<file path="src/rtl/core/ssk_pkg.sv">
package ssk_pkg;

    localparam int VALUE_W     = 16;
    localparam int TARGET_W    = 25;
    localparam int MATCH_W     = 9;
    localparam int TOTAL_W     = 16;
    localparam int MAX_LEN_DEF = 256;

    localparam logic [MATCH_W-1:0] MATCH_MAX = {MATCH_W{1'b1}};
    localparam logic [TOTAL_W-1:0] TOTAL_MAX = {TOTAL_W{1'b1}};

    typedef struct packed {
        logic signed [VALUE_W-1:0] value;
        logic                      is_last;
    } in_item_t;

    typedef struct packed {
        logic [MATCH_W-1:0] match_count;
        logic [TOTAL_W-1:0] running_total;
        logic               done_res;
        logic               overflow;
    } out_item_t;

    // control bits that travel with each query token along the cell row
    typedef struct packed {
        logic valid;
        logic last;
        logic ovf;
    } tok_ctrl_t;

endpackage

</file>
<file path="src/rtl/core/ssk_tail.sv">
module ssk_tail
    import ssk_pkg::*;
#(
    parameter int CNT_W = MATCH_W
)
(
    input  logic             clk,
    input  logic             rst_n,
    input  tok_ctrl_t        in_ctrl,
    input  logic [CNT_W-1:0] in_count,
    output logic             adv,
    output logic             out_valid,
    input  logic             out_ready,
    output out_item_t        out_data
);

    localparam int SW = ((CNT_W > TOTAL_W) ? CNT_W : TOTAL_W) + 1;

    logic [TOTAL_W-1:0] total_reg, total_next;
    logic               valid_reg, valid_next;
    out_item_t          data_reg, data_next;
    logic [SW-1:0]      sum;
    logic [TOTAL_W-1:0] total_sat;

    assign adv       = !valid_reg || out_ready;
    assign sum       = SW'(total_reg) + SW'(in_count);
    assign total_sat = (sum > SW'(TOTAL_MAX)) ? TOTAL_MAX : sum[TOTAL_W-1:0];

    always_comb
    begin
        total_next = total_reg;
        valid_next = valid_reg;
        data_next  = data_reg;
        if (adv)
        begin
            valid_next = in_ctrl.valid;
            if (in_ctrl.valid)
            begin
                if (!in_ctrl.ovf)
                begin
                    total_next = total_sat;
                end
                data_next.match_count   = (in_count > CNT_W'(MATCH_MAX)) ?
                                          MATCH_MAX : in_count[MATCH_W-1:0];
                data_next.running_total = in_ctrl.ovf ? total_reg : total_sat;
                data_next.done_res      = in_ctrl.last;
                data_next.overflow      = in_ctrl.ovf;
                if (in_ctrl.last)
                begin
                    total_next = '0;
                end
            end
        end
    end

    always_ff @(posedge clk or negedge rst_n)
    begin
        if (!rst_n)
        begin
            total_reg <= '0;
            valid_reg <= 1'b0;
        end
        else
        begin
            total_reg <= total_next;
            valid_reg <= valid_next;
        end
    end

    always_ff @(posedge clk)
    begin
        data_reg <= data_next;
    end

    assign out_valid = valid_reg;
    assign out_data  = data_reg;

endmodule

</file>
<file path="config.mk">
export PLATFORM = sky130hd
export DESIGN_NAME = ssk_tail
export DESIGN_NICKNAME = d
export VERILOG_FILES = /design/src/rtl/core/ssk_pkg.sv /design/src/rtl/core/ssk_tail.sv
export SDC_FILE = /design/constraint.sdc
export NUM_CORES = 1
export LEC_CHECK = 0
export BUFFER_PORTS_ARGS = -buffer_cell sky130_fd_sc_hd__buf_2
export CORE_MARGIN = 1.5
export CORE_UTILIZATION = 50
export DETAILED_ROUTE_END_ITERATION = 7
export GPL_TIMING_DRIVEN = 0
export PLACE_DENSITY_LB_ADDON = 0.12
export SLEW_MARGIN = 20
export SYNTH_ARGS = -nofsm -noshare
export SYNTH_HDL_FRONTEND = slang
export SYNTH_SLANG_ARGS = --single-unit
</file>
<file path="constraint.sdc">
create_clock -name clk -period 2.2 [get_ports clk]
set_clock_uncertainty 0.1 [all_clocks]
set_input_delay 0.33 -clock clk [delete_from_list [all_inputs] [get_ports clk]]
set_output_delay 0.33 -clock clk [all_outputs]
set_load 0.02 [all_outputs]
</file>
==> metrics.md <==
| Metric | Value |
|---|---|
| CTS Buf Count | `5` |
| HP Class | `input pin to register` |
| Final worst slack | `-0.182 ns` |
| Worst path slowest cell | `dfrtp_1` |
| Final GP Congestion | `between 0.8 and 0.9` |
| WL/cell | `approximately 16 um` |
| Initial DRC count | `around 110` |
| Final wirelength | `5390 um` |
| EDFF count, synth | `27` |
| Leak | `1.38 nW` |
| Critical Path Start Type | `register` |
| Yosys top cell by area | `edfxtp_1` |
| Final instance area | `3330 um2` |
| Global-route wire length before repair | `around 8500 um` |
| Core box area | `about 4700 um2` |
| Final Critical Period | `2.38 ns` |
| Count leader, synth | `edfxtp_1` |
| Critical-path cell list | `ha_2 -> inv_2 -> fa_2 -> and2b_4 -> o311ai_4 -> a21oi_2 -> buf_4 -> nand2b_1 -> mux2_4` |
| Crit path DAT | `2.33 ns` |
| Antenna diode count | `0` |
| Net count, final | `312` |
| Share of layout cells above drive strength 1 | `49.7%` |
| TritonRoute pass-1 iters | `4` |
| Via count | `1883` |
| Mapped Cells | `211` |
| Post-Syn Area | `2420 um2` |
| CTS tree | `yes` |
| Clk Tree Root Cell | `clkbuf_8` |
| CTS clk-pin slew, worst paths | `0.09 ns` |
| Max stage delay on crit path | `roughly 0.39 ns` |
| Async S/R FF share, synth | `38.6%` |
| Syn nets | `236` |
| Via/cell ratio | `5.51` |
| Row count | `25` |
| DRC viols | `0` |
| Top-area cell type share of the netlist area | `33.5%` |
| Num ports | `44` |
| Post-synthesis register bit count | `44` |
| CP max FO | `3` |
| Status | `finished, violations left` |
| Gr usage total | `21.4%` |
| RSZ-0062 raised after global routing | `yes` |
| Violated checks | `setup timing` |
| Max-Cap Viols | `0` |
| Pwr dens | `slightly above 700 nW/um2` |
| CTS HTree Levels | `2` |
| Die width | `about 73 um` |
| Vias in the first global route | `around 1800` |
| Crit path capture type | `register` |
| Relative slew slack | `38.8%` |
| Finished Layout Cells | `342` |
| Post-DP Area | `2760 um2` |
| Netlist cell types | `54` |
| Fin util | `about 71%` |
| Final number of hold-violating endpoints | `0` |
| Antenna violation net count after detailed routing | `0` |
| Area Growth Syn to Fin | `37.7%` |
| I/O Buffers | `43` |
| Max VDD drop | `452 uV` |
| Fmax | `420 MHz` |
| Post-synth top cells | `edfxtp_1 (27), nand2_1 (24), dfrtp_1 (17)` |
| Antenna violations before repair | `0` |
| Tot Pwr | `2.36 mW` |
| Seq/Total Area, Yosys | `between 50 and 60%` |
| Largest net degree at the start of global routing | `37` |
| Tcrit/Tclk final | `108%` |
| DP Wirelength | `3250 um` |
| Latest clock arrival within the worst-skew pair | `about 0.30 ns` |
| Worst slew pin tran | `0.912 ns` |
| Num Clock Sinks | `between 40 and 50` |
| GRT overflow | `0` |
| Data required time of the worst path | `roughly 2.2 ns` |
| Die footprint | `approximately 5300 um2` |
| Max-slew violations | `0` |
| Die H | `72.6 um` |
| Largest register FFs | `27` |
| Dpl cells | `around 310` |
| Synth area leaders | `edfxtp_1 (34%), dfrtp_1 (18%), ha_1 (4.7%)` |
| CTS Buffer Depth | `2` |
| Avg Inst Size Synth | `11.5 um2` |
| Synth warnings | `0` |
| Most used DFF post-synth | `edfxtp_1` |
| Setup violations, final | `22` |
| CP Class | `register to register` |
| Initial Util | `51.5%` |
==> worst paths after layout <==
kind / from / endpoint / slack, ns / cells after the start
max: total_reg[0] / out_data[6] / -0.18 / 9
min: in_ctrl[0] / out_data[0] / 0.11 / 1
max reg2reg: total_reg[0] / out_data[6] / -0.18 / 9
min reg2reg: out_valid / out_valid / 0.44 / 2
max in group asynchronous: rst_n / total_reg[4] / 1.30 / 2
min in group asynchronous: rst_n / total_reg[12] / 0.39 / 2
==> layout by cell type, fill, tap and decap left out, drive strengths merged, types with 3 or more instances in the layout <==
cell    netlist  routed
nand2        26      26
o21ai         8       8
and3          3       3
xor2          4       4
dfrtp        17      17
nor2          6       6
nand2b        5       5
mux2          7       7
inv           7       7
nor2b         4       4
clkbuf       12      17
nor3          5       5
a21o          4       4
a22o          4       4
ha            9       9
or3           3       3
nand3         3       3
a21oi        18      18
buf           3      71
o21bai        5       5
a31oi         5       5
edfxtp       27      27
xnor2         5       5
clkinv        1       4
==> where the power goes <==
group	switching [mW]	internal [mW]
sequential	0.0443	0.967
combinational	0.442	0.416
clock	0.278	0.216
==> metrics by stage <==
stage | hold slack, ns | worst slack, ns | TNS [ns]
after detailed placement | 0.192 | -0.302 | -3.68
after floorplan | -0.0656 | -0.0943 | -0.359
after global placement | 0.192 | -0.282 | -3.29
final | 0.111 | -0.182 | -1.70
after CTS | 0.109 | -0.173 | -1.68
after global routing | 0.110 | -0.279 | -4.01
==> critical path: cells and delay by family, from the launching register on <==
kind | cells | cell delay [ns]
buf+inv | 2 | 0.21
compound gates | 2 | 0.43
simple gates | 2 | 0.37
fa+ha+maj | 2 | 0.36
mux | 1 | 0.27
flops | 1 | 0.39
==> cells by family (layout without fill, tap and decap cells) <==
group	Yosys count	in the layout	synth area share, %
AOI/OAI and AO/OA	57	57	19.4
xor gates and xnor gates	9	9	3.26
adders and majority gates	10	10	5.48
buffers and inverters	23	100	4.09
DFF	44	44	51.1
muxes	8	8	3.83
and+or+nand+nor	60	60	12.8
==> final cells by class <==
type                            instances  area (um2)
Buffer                                 15        70.1
Clock buffer                            5        68.8
Clock inverter                          3        13.8
Fill cell                             346        1360
Inverter                                8        30.0
Multi-Input combinational cell        144        1400
Sequential cell                        44        1240
Tap cell                               54        67.6
Timing Repair Buffer                   69         443
==> metal layers <==
metal  routed length, um  up-vias  part of all wire [%]  global-route usage, %
met4                  59        0                   1.1                   6.71
met3                 247        6                   4.6                   4.44
li1                    -      913                     -                      -
met2                2640       47                    49                   35.4
met5                   0        -                     0                      0
met1                2440      917                    45                   28.4
==> what timing repair did <==
action	in CTS	in global routing
buffers inserted	17	8
hold buffers	1	0
endpoints found under the setup margin	25	31
hold endpoints to repair	17	0
gates resized for setup	27	27
pin swaps	18	27
No activity file was read; power rests on OpenSTA's default activity.
