[config.mk]
export PLATFORM = sky130hd
export DESIGN_NAME = ssk_cell
export DESIGN_NICKNAME = d
export VERILOG_FILES = /design/src/rtl/core/ssk_pkg.sv /design/src/rtl/core/ssk_cell.sv
export SDC_FILE = /design/constraint.sdc
export NUM_CORES = 1
export LEC_CHECK = 0
export ABC_AREA = 1
export BUFFER_PORTS_ARGS = -buffer_cell sky130_fd_sc_hd__buf_2
export CAP_MARGIN = 20
export CELL_PAD_IN_SITES_DETAIL_PLACEMENT = 0
export CELL_PAD_IN_SITES_GLOBAL_PLACEMENT = 1
export CORE_ASPECT_RATIO = 0.6
export CORE_MARGIN = 2
export CORE_UTILIZATION = 38
export CTS_BUF_LIST = sky130_fd_sc_hd__clkbuf_16
export DETAILED_ROUTE_END_ITERATION = 8
export GPL_TIMING_DRIVEN = 0
export PLACE_DENSITY_LB_ADDON = 0.1
export SETUP_SLACK_MARGIN = 0.5
export SLEW_MARGIN = 20
export SYNTH_ARGS = -nofsm -noshare
export SYNTH_HDL_FRONTEND = slang
export SYNTH_SLANG_ARGS = --single-unit
export TNS_END_PERCENT = 20
[constraint.sdc]
create_clock -name clk -period 4.6 [get_ports clk]
set_input_delay 0.23 -clock clk [delete_from_list [all_inputs] [get_ports clk]]
set_output_delay 0.23 -clock clk [all_outputs]
set_load 0.01 [all_outputs]
[src/rtl/core/ssk_pkg.sv]
package ssk_pkg;

    localparam int VALUE_W     = 16;
    localparam int TARGET_W    = 25;
    localparam int MATCH_W     = 9;
    localparam int TOTAL_W     = 16;
    localparam int MAX_LEN_DEF = 256;

    localparam logic [MATCH_W-1:0] MATCH_MAX = {MATCH_W{1'b1}};
    localparam logic [TOTAL_W-1:0] TOTAL_MAX = {TOTAL_W{1'b1}};

    typedef struct packed {
        logic signed [VALUE_W-1:0] value;
        logic                      is_last;
    } in_item_t;

    typedef struct packed {
        logic [MATCH_W-1:0] match_count;
        logic [TOTAL_W-1:0] running_total;
        logic               done_res;
        logic               overflow;
    } out_item_t;

    // control bits that travel with each query token along the cell row
    typedef struct packed {
        logic valid;
        logic last;
        logic ovf;
    } tok_ctrl_t;

endpackage

[src/rtl/core/ssk_cell.sv]
module ssk_cell
    import ssk_pkg::*;
#(
    parameter int IDX    = 0,
    parameter int FILL_W = $clog2(MAX_LEN_DEF + 2),
    parameter int PW     = VALUE_W + $clog2(MAX_LEN_DEF),
    parameter int WW     = ((PW > TARGET_W) ? PW : TARGET_W) + 1,
    parameter int CNT_W  = MATCH_W
)
(
    input  logic                 clk,
    input  logic                 rst_n,
    input  logic                 adv,
    input  logic                 wr_en,
    input  logic [FILL_W-1:0]    wr_idx,
    input  logic signed [PW-1:0] wr_data,
    input  tok_ctrl_t            in_ctrl,
    input  logic [FILL_W-1:0]    in_fill,
    input  logic signed [WW-1:0] in_want,
    input  logic [CNT_W-1:0]     in_count,
    output tok_ctrl_t            out_ctrl,
    output logic [FILL_W-1:0]    out_fill,
    output logic signed [WW-1:0] out_want,
    output logic [CNT_W-1:0]     out_count
);

    logic signed [PW-1:0] stored_reg, stored_next;
    tok_ctrl_t            ctrl_reg;
    logic [FILL_W-1:0]    fill_reg;
    logic signed [WW-1:0] want_reg;
    logic [CNT_W-1:0]     count_reg, count_next;
    logic                 hit;

    // the entry counts only for tokens that came after it was written
    assign hit = (FILL_W'(IDX) < in_fill) && (WW'(stored_reg) == in_want);

    assign stored_next = (wr_en && (wr_idx == FILL_W'(IDX))) ? wr_data : stored_reg;
    assign count_next  = in_count + CNT_W'(hit);

    always_ff @(posedge clk or negedge rst_n)
    begin
        if (!rst_n)
        begin
            stored_reg <= '0;
            ctrl_reg   <= '0;
        end
        else
        begin
            stored_reg <= stored_next;
            if (adv)
            begin
                ctrl_reg <= in_ctrl;
            end
        end
    end

    always_ff @(posedge clk)
    begin
        if (adv)
        begin
            fill_reg  <= in_fill;
            want_reg  <= in_want;
            count_reg <= count_next;
        end
    end

    assign out_ctrl  = ctrl_reg;
    assign out_fill  = fill_reg;
    assign out_want  = want_reg;
    assign out_count = count_reg;

endmodule

==> results.toml, run 1 <==
[outcome]
status = "complete, no violations"

[worst_setup_path]
slowest_delay_ns = 0.34
reg2reg_to = "out_count[8]"
path_cells = "inv_1, nand2_1, nand2_1, nor2_1, nand2_1, nor2_1, nand2_1, nor2_1, ha_1, ha_1, nand3_1, nor3_1, nand3_1, xnor2_1"
rr_startpoint = "stored_reg[15]"
crit_path_frequent_cell = "nand2_1"
critPathSlowestCell = "dfrtp_1"
path_max_fanout = 2
end_kind = "flip-flop"
critPathLaunchType = "flip-flop"
critPathTopFamily = "simple AND/OR/NAND/NOR gates"
crit_required_ns = 4.68
path_buf_inv = 1
arrival_ns = 2.37
path_class = "reg -> reg"
cp_num_cells = 14
rrSetupSlack_ns = 2.31
rr_worst_depth = 14

[routing]
drt-initial-drc-count = 102
drc = 0
ant_nets = 0
wl_per_cell_um = 12.0
first_pass_iters = 4
wl_um = 6510
vias = 2311
vias_per_cell = 4.25

[power]
pwr-share-clk = 0.448
p_sw_frac = 0.215
vdd_drop_max_v = 0.000206
internal-power_mw = 1.26
power_frac_comb = 0.094
p_sw_mw = 0.347
p_leak_nw = 2.10
finalPower_mw = 1.61
pwr-share-seq = 0.458
power.density_nw_per_um2 = 385

[run]
timing.max_cap.violations = 0

[hold_path]
hold_path_depth = 1
hold_class = "in -> reg"
hp-start = "in_fill[3]"
holdPathEnd = "out_fill[3]"

[sta]
max_freq_mhz = 438
report.final.slew_viol_count = 0
hold_viol = 0
finalCriticalPeriod_ns = 2.29
setup_viol_count_final = 0
worst-slew-pin-transition_ns = 0.650
layout_worst_path_cycle_share = 0.497
max_slew_margin = 0.566
setup_slack_ns = 2.31
skew_ns = 0.00470
finalSetupTns_ns = 0
rsz0062_at_grt = "no"

[cells_and_area]
diodes = 0
fillers = 744
area_growth_syn_to_layout_pct = 36.2
largest_reg_flops = 26
layout.cells.most_common = "buf_2"
drive_gt1_frac = 0.381
final_area_um2 = 4190
layout_common_cells = "buf_2 (129), nand2_1 (94), edfxtp_1 (44), inv_1 (41), dfrtp_1 (27)"
regArea_um2 = 2000
multi_input_area_um2 = 882
nets = 517

[floorplan]
top_level_ports = 131
fp.dieW_um = 120
std_cell_rows = 25
core_region_area_um2 = 7850
dieArea_um2 = 8850
fp.dieH_um = 73.7
start_util = 0.392

[clocking]
ctsResizeCount = 0
clockBufferDepth = 2
cts_sinks = 71
cts_tree = "built"
cts_buffers = 9
htreeDepth = 3
cts_root_buf = "clkbuf_16"
path_clk_slew_ns = 0.05
clock_latency_ns = 0.33

[global_route]
grt_pass1_wl_um = 9830
grt_antenna_before_repair = 0
grt_pass1_vias = 2045
grt_overflow_total = 0
grt_max_degree = 48
grt_usage = 0.154

[placed_design]
gp_congestion = 0.716
port_buffers = 130
post-place-ws_ns = 2.25
dp_hpwl_um = 4920
postPlaceCellArea_um2 = 3860

[synthesis]
ys_ff_latch = 71
synth_nets = 375
syn_area_per_cell_um2 = 10.6
syn-instance-count = 289
post_synth_num_cell_types = 19
synth-seq-area-share = 0.650
ys_warn_count = 0
synth_area_um2 = 3070
==> worst max-delay path by stage <==
stage                    from  slack, ns      endpoint
2_1_floorplan  stored_reg[19]       2.60  out_count[8]
3_3_place_gp   stored_reg[14]       2.24  out_count[8]
3_5_place_dp   stored_reg[14]       2.25  out_count[8]
4_1_cts        stored_reg[14]       2.24  out_count[8]
5_1_grt        stored_reg[15]       2.04  out_count[8]
6_report       stored_reg[15]       2.31  out_count[8]
==> power groups by stage <==
| stage | sequential (mW) | clock [mW] | combinational (mW) |
|---|---|---|---|
| after floorplan | 0.769 | 0 | 0.0398 |
| after global placement | 0.749 | 0 | 0.152 |
| after detailed placement | 0.750 | 0 | 0.153 |
| after CTS | 0.738 | 0.743 | 0.154 |
| after global routing | 0.741 | 0.772 | 0.169 |
| final | 0.737 | 0.722 | 0.151 |
==> synth_stat cells (all sizes together) <==
master  count  area, um^2
nand2      94         353
edfxtp     44        1320
inv        40         150
nor2       28         124
dfrtp      27         676
o21ai      26         168
nand3       6        42.5
xnor2       6        52.6
xor2        6        52.6
buf         4        45.0
mux2        3        33.8
ha          2        25.0
nand3b      1        20.0
nand4       1        6.26
nor3        1        5.00
==> kinds of logic after synthesis <==
family                   count (synthesis)  synth area share
adder cells (fa/ha/maj)                  2           0.00814
multiplexers                             3            0.0110
XOR/XNOR                                12            0.0342
flip-flops                              71             0.650
AND/OR/NAND/NOR                        131             0.179
buffers and inverters                   44            0.0635
AO/OA/AOI/OAI                           26            0.0545
==> per-stage QoR <==
stage / std cells / utilization / hold WS [ns]
2_1_floorplan: 289 / - / -0.0656
3_3_place_gp: 527 / 0.492 / 0.302
3_5_place_dp: 527 / 0.492 / 0.296
6_report: 544 / 0.533 / 0.0900
4_1_cts: 544 / 0.533 / 0.0734
5_1_grt: 544 / 0.533 / 0.0784
==> layout make-up <==
| class | instances | share of cell area |
|---|---|---|
| buffer | 4 | 0.0108 |
| clock buffer | 9 | 0.0538 |
| clock inverter | 7 | 0.0212 |
| inverter | 40 | 0.0359 |
| multi-input combinational | 174 | 0.211 |
| sequential | 71 | 0.477 |
| tap | 108 | 0.0323 |
| timing repair buffer | 131 | 0.158 |
==> per-layer routing <==
metal	GRT usage	wire (um)	vias to the layer above
li1	-	-	1210
met1	0.208	3190	1011
met2	0.215	2650	81
met3	0.0652	572	9
met4	0.0745	95	0
met5	0	0	-
==> worst register-to-register path, stage by stage, from the launching register on <==
cell,delay (ns)
dfrtp_1,0.34
inv_1,0.06
nand2_1,0.05
nand2_1,0.05
nor2_1,0.11
nand2_1,0.08
nor2_1,0.08
nand2_1,0.08
nor2_1,0.12
ha_1,0.18
ha_1,0.18
nand3_1,0.12
nor3_1,0.29
nand3_1,0.15
xnor2_1,0.15
==> what timing repair did <==
item                                    in CTS  in global routing
hold buffers                                 1                  0
endpoints found under the setup margin       0                  0
endpoints found under the hold margin       27                  0
buffers inserted                             0                  0
Power figures use the tool's default switching activity.
==> run 2, diff against run 1 <==
--- a/config.mk
+++ b/config.mk
@@ -12,7 +12,7 @@
 export CELL_PAD_IN_SITES_GLOBAL_PLACEMENT = 1
 export CORE_ASPECT_RATIO = 0.6
 export CORE_MARGIN = 2
-export CORE_UTILIZATION = 38
+export CORE_UTILIZATION = 32
 export CTS_BUF_LIST = sky130_fd_sc_hd__clkbuf_16
 export DETAILED_ROUTE_END_ITERATION = 8
 export GPL_TIMING_DRIVEN = 0
==> constraint.sdc (replaced) <==
create_clock -name clk -period 2.1 [get_ports clk]
set_input_delay 0.105 -clock clk [delete_from_list [all_inputs] [get_ports clk]]
set_output_delay 0.105 -clock clk [all_outputs]
set_load 0.01 [all_outputs]
==> run 2 against run 1 <==
Net effect: global-route usage fell by 0.43 points; final cell count rose by 15%; sequential power up 120%; via count grew 9.1%; first-iteration DRC count shrank 37%; sequential share of layout area fell by 6.5 points; die area increased by 18%; worst hold slack lost 0.079 ns; setup slack worse by 2.2 ns; combinational power rose to 2.8 times the previous value; power rose by 120%; critical endpoint unchanged; largest cell class unchanged.
==> results.toml, run 2 (synthesized netlist as in run 1, its figures left out) <==
[outcome]
status = "complete, no violations"

[power]
power_frac_comb = 0.121
p_sw_mw = 0.766
pwr-share-clk = 0.414
p_sw_frac = 0.221
internal-power_mw = 2.70
p_leak_nw = 2.35
pwr-share-seq = 0.465
power.density_nw_per_um2 = 717
finalPower_mw = 3.47
vdd_drop_max_v = 0.000363

[sta]
report.final.slew_viol_count = 0
rsz0062_at_grt = "yes"
skew_ns = 0.00338
hold_viol = 0
setup_viol_count_final = 0
timing.hold.ws_ns = 0.0107
layout_worst_path_cycle_share = 0.965
setup_slack_ns = 0.0745
finalCriticalPeriod_ns = 2.03
max_slew_margin = 0.570
max_freq_mhz = 494
worst-slew-pin-transition_ns = 0.645
finalSetupTns_ns = 0

[run]
timing.max_cap.violations = 0

[worst_setup_path]
path_max_fanout = 2
critPathLaunchType = "flip-flop"
crit_required_ns = 2.17
end_kind = "flip-flop"
path_class = "reg -> reg"
arrival_ns = 2.10

[floorplan]
start_util = 0.332
core_region_area_um2 = 9260
fp.dieW_um = 131
dieArea_um2 = 10400
top_level_ports = 131
std_cell_rows = 27
fp.dieH_um = 79.9

[global_route]
grt_max_degree = 48
grt_overflow_total = 0
grt_pass1_vias = 2542
grt_antenna_before_repair = 0
grt_usage = 0.150
grt_pass1_wl_um = 11700

[placed_design]
port_buffers = 130
post-place-ws_ns = -0.123
dp_hpwl_um = 5010
gp_congestion = 0.743
place_inst = 549
postPlaceCellArea_um2 = 3890

[cells_and_area]
drive_gt1_frac = 0.359
final_cells = 626
nets = 578
area_growth_syn_to_layout_pct = 57.5
layout_common_cells = "buf_2 (129), nand2_1 (94), dlygate4sd3_1 (58), edfxtp_1 (44), inv_1 (39)"
utilization = 0.523
final_area_um2 = 4840
layout.cells.most_common = "buf_2"
largest_reg_flops = 26
diodes = 0

[clocking]
htreeDepth = 3
path_clk_slew_ns = 0.05
cts_root_buf = "clkbuf_16"
clock_latency_ns = 0.32
cts_buffers = 9
clockBufferDepth = 2
cts_sinks = 71
cts_tree = "built"

[routing]
wl_per_cell_um = 11.7
wl_um = 7340
vias_per_cell = 4.03
ant_nets = 0
drc = 0
drt-initial-drc-count = 64
first_pass_iters = 4
vias = 2521

[hold_path]
hold_class = "in -> reg"
## run 2: critical path, cell delays in order (launching register included)
cell	delay, ns
dfrtp_1	0.38
xor2_1	0.14
nor2_1	0.11
nand2_1	0.07
nor2_1	0.08
nand2_1	0.10
nor2_2	0.14
ha_4	0.16
ha_4	0.14
nand3_4	0.07
nor3_4	0.15
nand3_2	0.09
xnor2_1	0.13
## run 2: per-layer routing
layer | global-route usage | share of wire | vias up
met5 | 0 | 0 | -
met4 | 0.0500 | 0.0097 | 0
met3 | 0.0570 | 0.078 | 8
met2 | 0.233 | 0.44 | 77
met1 | 0.193 | 0.47 | 1108
li1 | - | - | 1328
## run 2: layout make-up
type,instances,area (um^2)
inverters,40,150
well taps,130,163
fillers,859,4410
clock inverters,6,52.6
clock buffers,9,225
plain buffers,4,45.0
multi-input cells,174,946
flip-flops and latches,71,2000
repair buffers,192,1260
## run 2: path summary, 6_finish.rpt
path                                     start        endpoint  slack [ns]  cells after the start
worst max-delay path            stored_reg[14]    out_count[8]        0.07                     12
worst min-delay path                in_want[7]     out_want[7]        0.01                      1
worst max register to register  stored_reg[14]    out_count[8]        0.07                     12
worst min register to register     out_ctrl[0]     out_ctrl[0]        0.51                      1
max in group asynchronous                rst_n   stored_reg[4]        1.33                      2
min in group asynchronous                rst_n  stored_reg[14]        0.34                      2
## run 2: power groups by stage
| stage | combinational [mW] | clock [mW] | sequential (mW) |
|---|---|---|---|
| after CTS | 0.422 | 1.48 | 1.62 |
| final | 0.420 | 1.44 | 1.61 |
| after floorplan | 0.0875 | 0 | 1.69 |
| after global placement | 0.334 | 0 | 1.64 |
| after global routing | 0.470 | 1.54 | 1.63 |
| after detailed placement | 0.336 | 0 | 1.64 |
## run 2: what timing repair did
item / 4_1_cts / 5_1_grt
hold buffers: 58 / 0
setup endpoints to repair: 8 / 9
gates resized for setup: 7 / 6
setup buffers: 3 / 1
pin swaps: 11 / 9
hold endpoints to repair: 84 / 0
