$ cat config.mk
export PLATFORM = sky130hd
export DESIGN_NAME = ssk_front
export DESIGN_NICKNAME = d
export VERILOG_FILES = /design/src/rtl/core/ssk_pkg.sv /design/src/rtl/core/ssk_front.sv
export SDC_FILE = /design/constraint.sdc
export NUM_CORES = 1
export LEC_CHECK = 0
export BUFFER_PORTS_ARGS = -buffer_cell sky130_fd_sc_hd__buf_2
export CORE_UTILIZATION = 55
export CTS_CLUSTER_SIZE = 30
export DETAILED_ROUTE_END_ITERATION = 8
export PLACE_DENSITY = 0.81
export SLEW_MARGIN = 20
export SYNTH_ARGS = -nofsm -noshare
export SYNTH_HDL_FRONTEND = slang
export SYNTH_SLANG_ARGS = --single-unit
$ cat constraint.sdc
create_clock -name clk -period 11.06 [get_ports clk]
set_input_delay 1.659 -clock clk [delete_from_list [all_inputs] [get_ports clk]]
set_output_delay 1.659 -clock clk [all_outputs]
set_load 0.05 [all_outputs]
$ cat src/rtl/core/ssk_pkg.sv
package ssk_pkg;

    localparam int VALUE_W     = 16;
    localparam int TARGET_W    = 25;
    localparam int MATCH_W     = 9;
    localparam int TOTAL_W     = 16;
    localparam int MAX_LEN_DEF = 256;

    localparam logic [MATCH_W-1:0] MATCH_MAX = {MATCH_W{1'b1}};
    localparam logic [TOTAL_W-1:0] TOTAL_MAX = {TOTAL_W{1'b1}};

    typedef struct packed {
        logic signed [VALUE_W-1:0] value;
        logic                      is_last;
    } in_item_t;

    typedef struct packed {
        logic [MATCH_W-1:0] match_count;
        logic [TOTAL_W-1:0] running_total;
        logic               done_res;
        logic               overflow;
    } out_item_t;

    // control bits that travel with each query token along the cell row
    typedef struct packed {
        logic valid;
        logic last;
        logic ovf;
    } tok_ctrl_t;

endpackage

$ cat src/rtl/core/ssk_front.sv
module ssk_front
    import ssk_pkg::*;
#(
    parameter int DEPTH  = MAX_LEN_DEF + 1,
    parameter int FILL_W = $clog2(MAX_LEN_DEF + 2),
    parameter int PW     = VALUE_W + $clog2(MAX_LEN_DEF),
    parameter int WW     = ((PW > TARGET_W) ? PW : TARGET_W) + 1
)
(
    input  logic                       clk,
    input  logic                       rst_n,
    input  logic                       in_valid,
    output logic                       in_ready,
    input  in_item_t                   in_data,
    input  logic signed [TARGET_W-1:0] target,
    input  logic                       adv,
    input  logic                       flush,
    output logic                       wr_en,
    output logic [FILL_W-1:0]          wr_idx,
    output logic signed [PW-1:0]       wr_data,
    output tok_ctrl_t                  tok_ctrl,
    output logic [FILL_W-1:0]          tok_fill,
    output logic signed [WW-1:0]       tok_want
);

    logic signed [PW-1:0] prefix_reg, prefix_next;
    logic [FILL_W-1:0]    fill_reg, fill_next;
    logic                 ovf_reg, ovf_next;
    logic                 drain_reg, drain_next;
    tok_ctrl_t            ctrl_reg, ctrl_next;
    logic [FILL_W-1:0]    tfill_reg, tfill_next;
    logic signed [WW-1:0] want_reg, want_next;

    logic                 accept;
    logic                 full;
    logic signed [PW-1:0] pfx_sum;

    assign in_ready = adv && !drain_reg;
    assign accept   = in_valid && in_ready;
    assign full     = ovf_reg || (fill_reg == FILL_W'(DEPTH));
    assign pfx_sum  = prefix_reg + PW'(in_data.value);

    assign wr_en   = accept && !full;
    assign wr_idx  = fill_reg;
    assign wr_data = pfx_sum;

    always_comb
    begin
        prefix_next = prefix_reg;
        fill_next   = fill_reg;
        ovf_next    = ovf_reg;
        drain_next  = drain_reg;
        ctrl_next   = ctrl_reg;
        tfill_next  = tfill_reg;
        want_next   = want_reg;
        if (adv)
        begin
            ctrl_next  = '0;
            tfill_next = full ? '0 : fill_reg;
            want_next  = WW'(pfx_sum) - WW'(target);
            if (accept)
            begin
                ctrl_next.valid = 1'b1;
                ctrl_next.last  = in_data.is_last;
                ctrl_next.ovf   = full;
            end
        end
        if (accept)
        begin
            if (full)
            begin
                ovf_next = 1'b1;
            end
            else
            begin
                prefix_next = pfx_sum;
                fill_next   = fill_reg + FILL_W'(1);
            end
            if (in_data.is_last)
            begin
                prefix_next = '0;
                fill_next   = FILL_W'(1);
                ovf_next    = 1'b0;
                drain_next  = 1'b1;
            end
        end
        // the last element has left the cell row: the store may be refilled
        if (flush)
        begin
            drain_next = 1'b0;
        end
    end

    always_ff @(posedge clk or negedge rst_n)
    begin
        if (!rst_n)
        begin
            prefix_reg <= '0;
            fill_reg   <= FILL_W'(1);
            ovf_reg    <= 1'b0;
            drain_reg  <= 1'b0;
            ctrl_reg   <= '0;
        end
        else
        begin
            prefix_reg <= prefix_next;
            fill_reg   <= fill_next;
            ovf_reg    <= ovf_next;
            drain_reg  <= drain_next;
            ctrl_reg   <= ctrl_next;
        end
    end

    always_ff @(posedge clk)
    begin
        tfill_reg <= tfill_next;
        want_reg  <= want_next;
    end

    assign tok_ctrl = ctrl_reg;
    assign tok_fill = tfill_reg;
    assign tok_want = want_reg;

endmodule

==> impl_metrics.json, run 1 <==
{
  "status": "complete, no violations",
  "critPathTopFamily": "compound AO/OA/AOI/OAI gates",
  "seqCellArea_mm2": 0.00200,
  "crit_required_ps": 9400,
  "arrival_ps": 4080,
  "cpPeakStageDelay_ps": 440,
  "max_freq_ghz": 0.174,
  "setup_viol": 0,
  "clockBufferDepth": 2,
  "routed_wl_mm": 12.5,
  "root_buffer": "clkbuf_8",
  "syn_area_mm2": 0.00524,
  "fin_crit_ps": 5740,
  "cpMostUsedCell": "buf_2",
  "synth_nets": 639,
  "initial_core_util": 0.567,
  "cp_cell_sequence": "buf_2, ha_1, inv_1, fa_1, nor2b_4, o2111ai_1, a31oi_1, a221o_1, a21oi_2, xnor2_1, buf_2",
  "worstSetupPathType": "input port to output pin",
  "final_cell_mix": "buf_2 (119), ha_1 (50), a21oi_1 (45)",
  "grt_pass1_wl_mm": 20.1,
  "critPathLaunchType": "input port",
  "cp_max_fo": 3,
  "syn_avg_cell_area_um2": 9.70,
  "setup_tns_ps": 0,
  "ys_warn_count": 0,
  "antenna_found_initial": 0,
  "largest_register_ff_count": 26,
  "hold_class": "flop to flop",
  "drv_cap": 0,
  "coreArea_mm2": 0.00924,
  "clkLatencyLatePin_ps": 360,
  "clk_pin_slew_ps": 90,
  "rsz0062_at_grt": "no",
  "cts_tree": "yes",
  "htree_levels": 3,
  "grt_pass1_vias": 4298,
  "layout.nets": 755,
  "layout_commonest_cell": "buf_2",
  "cts_setup_buffers": 0,
  "areaGrowthSynthToFinish_pct": 17.1,
  "synth_edf_count": 35,
  "antennaDiodeCount": 0,
  "fin_skew_ps": 14.4,
  "die_y_um": 99.6,
  "synth_cell_type_count": 58,
  "maxSlewHeadroom": 0.407,
  "hold_viol": 0,
  "vias": 4545,
  "fp-row-count": 35,
  "post_cts_resized": 0,
  "ys_seq_area_frac": 0.382,
  "drc": 0,
  "slew_viol_final": 0,
  "endpoint_kind": "output pin",
  "path_buf_inv": 3,
  "drive_above_1_share": 0.230,
  "synth_seq_cells": 73,
  "wl_per_cell_um": 15.9,
  "ios": 120,
  "period_share": 0.519,
  "drt-initial-drc-count": 262,
  "ctsHoldBuffers": 0,
  "multi_input_area_mm2": 0.00302,
  "numCtsBuffers": 9,
  "dp_hpwl_mm": 9.65,
  "cts_sinks": 73,
  "synthFlopType": "dfrtp_1",
  "routabilityCongestion": 0.895,
  "cpMaxStageDelayCell": "fa_1",
  "grt_max_degree": 39,
  "grt_usage": 0.260,
  "async_flop_share": 0.521,
  "synth_cells": 540,
  "tightestPinTransition_ps": 890,
  "die_area_mm2": 0.00992,
  "vias_per_cell": 5.75,
  "io_buffers": 119,
  "die_w_um": 99.6,
  "overflow": 0,
  "fill_cells": 754,
  "first_pass_iters": 5,
  "ant_nets": 0
}
path summary, 6_finish.rpt:
check	slack [ps]	cells after the start	to	start
worst max-delay path	5320	11	wr_data[14]	in_data[1]
worst min-delay path	480	1	tok_ctrl[1]	tok_ctrl[1]
worst min register to register	480	1	tok_ctrl[1]	tok_ctrl[1]
max in group asynchronous	9080	1	prefix_reg[1]	rst_n
worst max register to register	6910	16	tok_want[24]	prefix_reg[0]
min in group asynchronous	1410	1	wr_idx[7]	rst_n
worst reg2reg max path: cells and delay by family, from the launching register on:
| kind | cells | cell delay (ps) |
|---|---|---|
| flip-flops | 1 | 380 |
| buffers and inverters | 1 | 70 |
| XOR/XNOR | 2 | 460 |
| AND/OR/NAND/NOR | 3 | 500 |
| AO/OA/AOI/OAI | 7 | 1460 |
| adder cells (fa/ha/maj) | 3 | 1050 |
per-layer routing:
metal,global-route usage,vias up,part of all wire
li1,-,2217,-
met3,0.0639,31,0.046
met5,0,-,0
met1,0.322,2155,0.45
met4,0.104,0,0.026
met2,0.437,142,0.48
cells by family (layout without fill, tap and decap cells):
logic type | count (synthesis) | count (layout) | synth area share
flip-flops | 73 | 73 | 0.382
adder cells (fa/ha/maj) | 52 | 52 | 0.127
AO/OA/AOI/OAI | 175 | 175 | 0.237
AND/OR/NAND/NOR | 132 | 132 | 0.127
XOR/XNOR | 50 | 50 | 0.0836
multiplexers | 1 | 1 | 0.00191
buffers and inverters | 57 | 178 | 0.0415
area by class of cell:
type,instances,share of cell area
Inverter,42,0.0257
Clock inverter,7,0.0112
Clock buffer,9,0.0202
Sequential cell,73,0.326
Timing Repair Buffer,120,0.0983
Tap cell,129,0.0263
Multi-Input combinational cell,410,0.492
cells in the mapped netlist, types with 2 or more instances:
master     number  area (µm²)
nand4_1         8        50.1
o21bai_1        7        52.6
a31oi_1         4        25.0
a211o_1         3        26.3
nor2_1         35         131
a21oi_1        45         225
a21oi_2         3        26.3
o21a_1          8        60.1
a22o_1         21         184
a211oi_1        4        30.0
nor3_1          5        25.0
xnor2_1        30         263
nor2b_1        11        68.8
a221o_1         5        50.1
fa_1            2        40.0
a211oi_2        2        25.0
nand3_1        18        90.1
or2_2           2        12.5
and3_1         10        62.6
inv_1          42         158
o21ai_1         8        40.0
o211ai_1        7        52.6
clkbuf_1       12        45.0
and2_1          3        18.8
buf_2           3        15.0
o22ai_1         2        12.5
nor4_1          3        18.8
dfrtp_1        37         926
ha_1           50         626
edfxtp_1       35        1050
o2bb2ai_1       2        17.5
o21ai_0        19        95.1
a21o_1         21         158
nand2_1        27         101
nand2b_1        4        25.0
xor2_1         20         175
stage by stage:
stage / hold WS, ps / setup slack [ps] / instance area [µm²] / util / instances
floorplan: 454 / 5350 / 5240 / - / 540
global placement: 465 / 5480 / 5940 / 0.643 / 774
detailed placement: 464 / 5410 / 5940 / 0.643 / 774
CTS: 484 / 5400 / 6140 / 0.664 / 790
global route: 489 / 5170 / 6140 / 0.664 / 790
finish: 479 / 5320 / 6140 / 0.664 / 790
Power of run 1 is left out: the tool's default activity adds up to more than one toggle a clock period on the data nets, which glitch-free logic cannot reach.
==> inputs of run 2 (changes only) <==
==> constraint.sdc (replaced) <==
create_clock -name clk -period 5.42 [get_ports clk]
set_input_delay 0.813 -clock clk [delete_from_list [all_inputs] [get_ports clk]]
set_output_delay 0.813 -clock clk [all_outputs]
set_load 0.05 [all_outputs]
==> run 2 against run 1 <==
Die area did not move. Global-route usage grew 0.74 points. Critical path depth grew 6. Register-to-register slack worse by 5500 ps. Critical path type is now input port to flop. Largest cell class unchanged. First-iteration DRC count decreased by 23%.
==> impl_metrics.json, run 2 (synthesized netlist as in run 1, its figures left out) <==
{
  "status": "complete, no violations",
  "crit_required_ps": 5550,
  "ios": 120,
  "fin_ws_ps": 1250,
  "critPathTopFamily": "compound AO/OA/AOI/OAI gates",
  "endpoint_kind": "flop",
  "worst-path-stages": 17,
  "vias": 4625,
  "cts_setup_buffers": 0,
  "coreArea_mm2": 0.00924,
  "drt-initial-drc-count": 202,
  "wl_per_cell_um": 16.2,
  "die_w_um": 99.6,
  "die_area_mm2": 0.00992,
  "cpPeakStageDelay_ps": 430,
  "cts_sinks": 73,
  "slew_viol_final": 0,
  "drc": 0,
  "hold_viol": 0,
  "reg2reg_depth": 16,
  "clockBufferDepth": 2,
  "ctsHoldBuffers": 0,
  "grt_usage": 0.267,
  "dp_hpwl_mm": 9.62,
  "areaGrowthSynthToFinish_pct": 17.0,
  "routed_wl_mm": 12.8,
  "largest_register_ff_count": 26,
  "die_y_um": 99.6,
  "fp-row-count": 35,
  "place_ws_ps": 890,
  "hold_class": "flop to flop",
  "fin_crit_ps": 4170,
  "grt_pass1_wl_mm": 20.8,
  "min_delay_path_depth": 1,
  "worstSetupPathType": "input port to flop",
  "setup_tns_ps": 0,
  "vias_per_cell": 5.85,
  "cpMaxStageDelayCell": "fa_1",
  "numCtsBuffers": 9,
  "routabilityCongestion": 0.900,
  "worstHoldStart": "tok_ctrl[1]",
  "reg2reg_from": "prefix_reg[0]",
  "layout_commonest_cell": "buf_2",
  "first_pass_iters": 5,
  "placed_area_mm2": 0.00595,
  "io_buffers": 119,
  "overflow": 0,
  "grt_max_degree": 39,
  "crit_end": "tok_want[24]",
  "r2r_slack_ps": 1410,
  "grt_pass1_vias": 4344,
  "cts_tree": "yes",
  "setup_viol": 0,
  "clkLatencyLatePin_ps": 360,
  "design_area_mm2": 0.00613,
  "cp_max_fo": 5,
  "final_cell_mix": "buf_2 (119), ha_1 (50), a21oi_1 (45)",
  "htree_levels": 3,
  "drv_cap": 0,
  "initial_core_util": 0.567,
  "drive_above_1_share": 0.231,
  "arrival_ps": 4300,
  "critPathLaunchType": "input port",
  "top_usage_layer": "met2",
  "ant_nets": 0,
  "antenna_found_initial": 0,
  "layout.nets": 756,
  "antennaDiodeCount": 0,
  "tightestPinTransition_ps": 909,
  "root_buffer": "clkbuf_8",
  "maxSlewHeadroom": 0.394,
  "grtUsageMet3": 0.0492,
  "fin_skew_ps": 15.4,
  "use_met2": 0.425,
  "period_share": 0.770,
  "post_cts_resized": 0,
  "rsz0062_at_grt": "no",
  "cp_cell_sequence": "buf_2, ha_1, inv_1, fa_1, nor2b_4, o2111ai_1, nand2_1, a21o_1, a21oi_1, xnor2_1, ha_1, a21oi_1, nand4b_1, a221oi_2, o21ai_1, a41oi_2, xnor2_1",
  "max_freq_ghz": 0.240,
  "clk_pin_slew_ps": 90,
  "grtUsageMet1": 0.371,
  "path_buf_inv": 2,
  "cp-startpoint": "in_data[1]",
  "r2r_end": "tok_want[24]"
}
## run 2: worst reg2reg max path: stages, from the launching register on
cell       delay (ps)
dfrtp_1           370
ha_1              220
inv_1              80
fa_1              430
nor2b_4           140
o2111ai_1         150
nand2_1           150
a21o_1            130
a21oi_1            70
xnor2_1           320
ha_1              370
a21oi_1           240
nand4b_1          200
a221oi_2          410
o21ai_1           190
a41oi_2           250
xnor2_1            80
## run 2: stage by stage
| step | cells | util | hold WS, ps |
|---|---|---|---|
| floorplan | 540 | - | 454 |
| global placement | 775 | 0.644 | 465 |
| detailed placement | 775 | 0.644 | 473 |
| CTS | 791 | 0.664 | 492 |
| global route | 791 | 0.664 | 504 |
| finish | 791 | 0.664 | 489 |
## run 2: final cells by class
| class | instances | area (µm²) |
|---|---|---|
| clock buffers | 10 | 138 |
| clock inverters | 6 | 42.5 |
| fillers | 771 | 3110 |
| inverters | 42 | 158 |
| multi-input cells | 410 | 3020 |
| flip-flops and latches | 73 | 2000 |
| well taps | 129 | 161 |
| repair buffers | 121 | 611 |
## run 2: layer usage
| layer | up-vias | part of all wire |
|---|---|---|
| met4 | 0 | 0.016 |
| li1 | 2230 | - |
| met1 | 2231 | 0.46 |
| met5 | - | 0 |
| met3 | 18 | 0.052 |
| met2 | 146 | 0.47 |
## run 2: how the worst min path moves through the flow
stage / slack (ps) / to
final: 490 / tok_ctrl[1]
after global routing: 500 / tok_ctrl[1]
after CTS: 490 / tok_ctrl[1]
after detailed placement: 470 / tok_ctrl[1]
after global placement: 470 / tok_ctrl[1]
after floorplan: 450 / prefix_reg[0]
Power of run 2 is left out for the same reason.
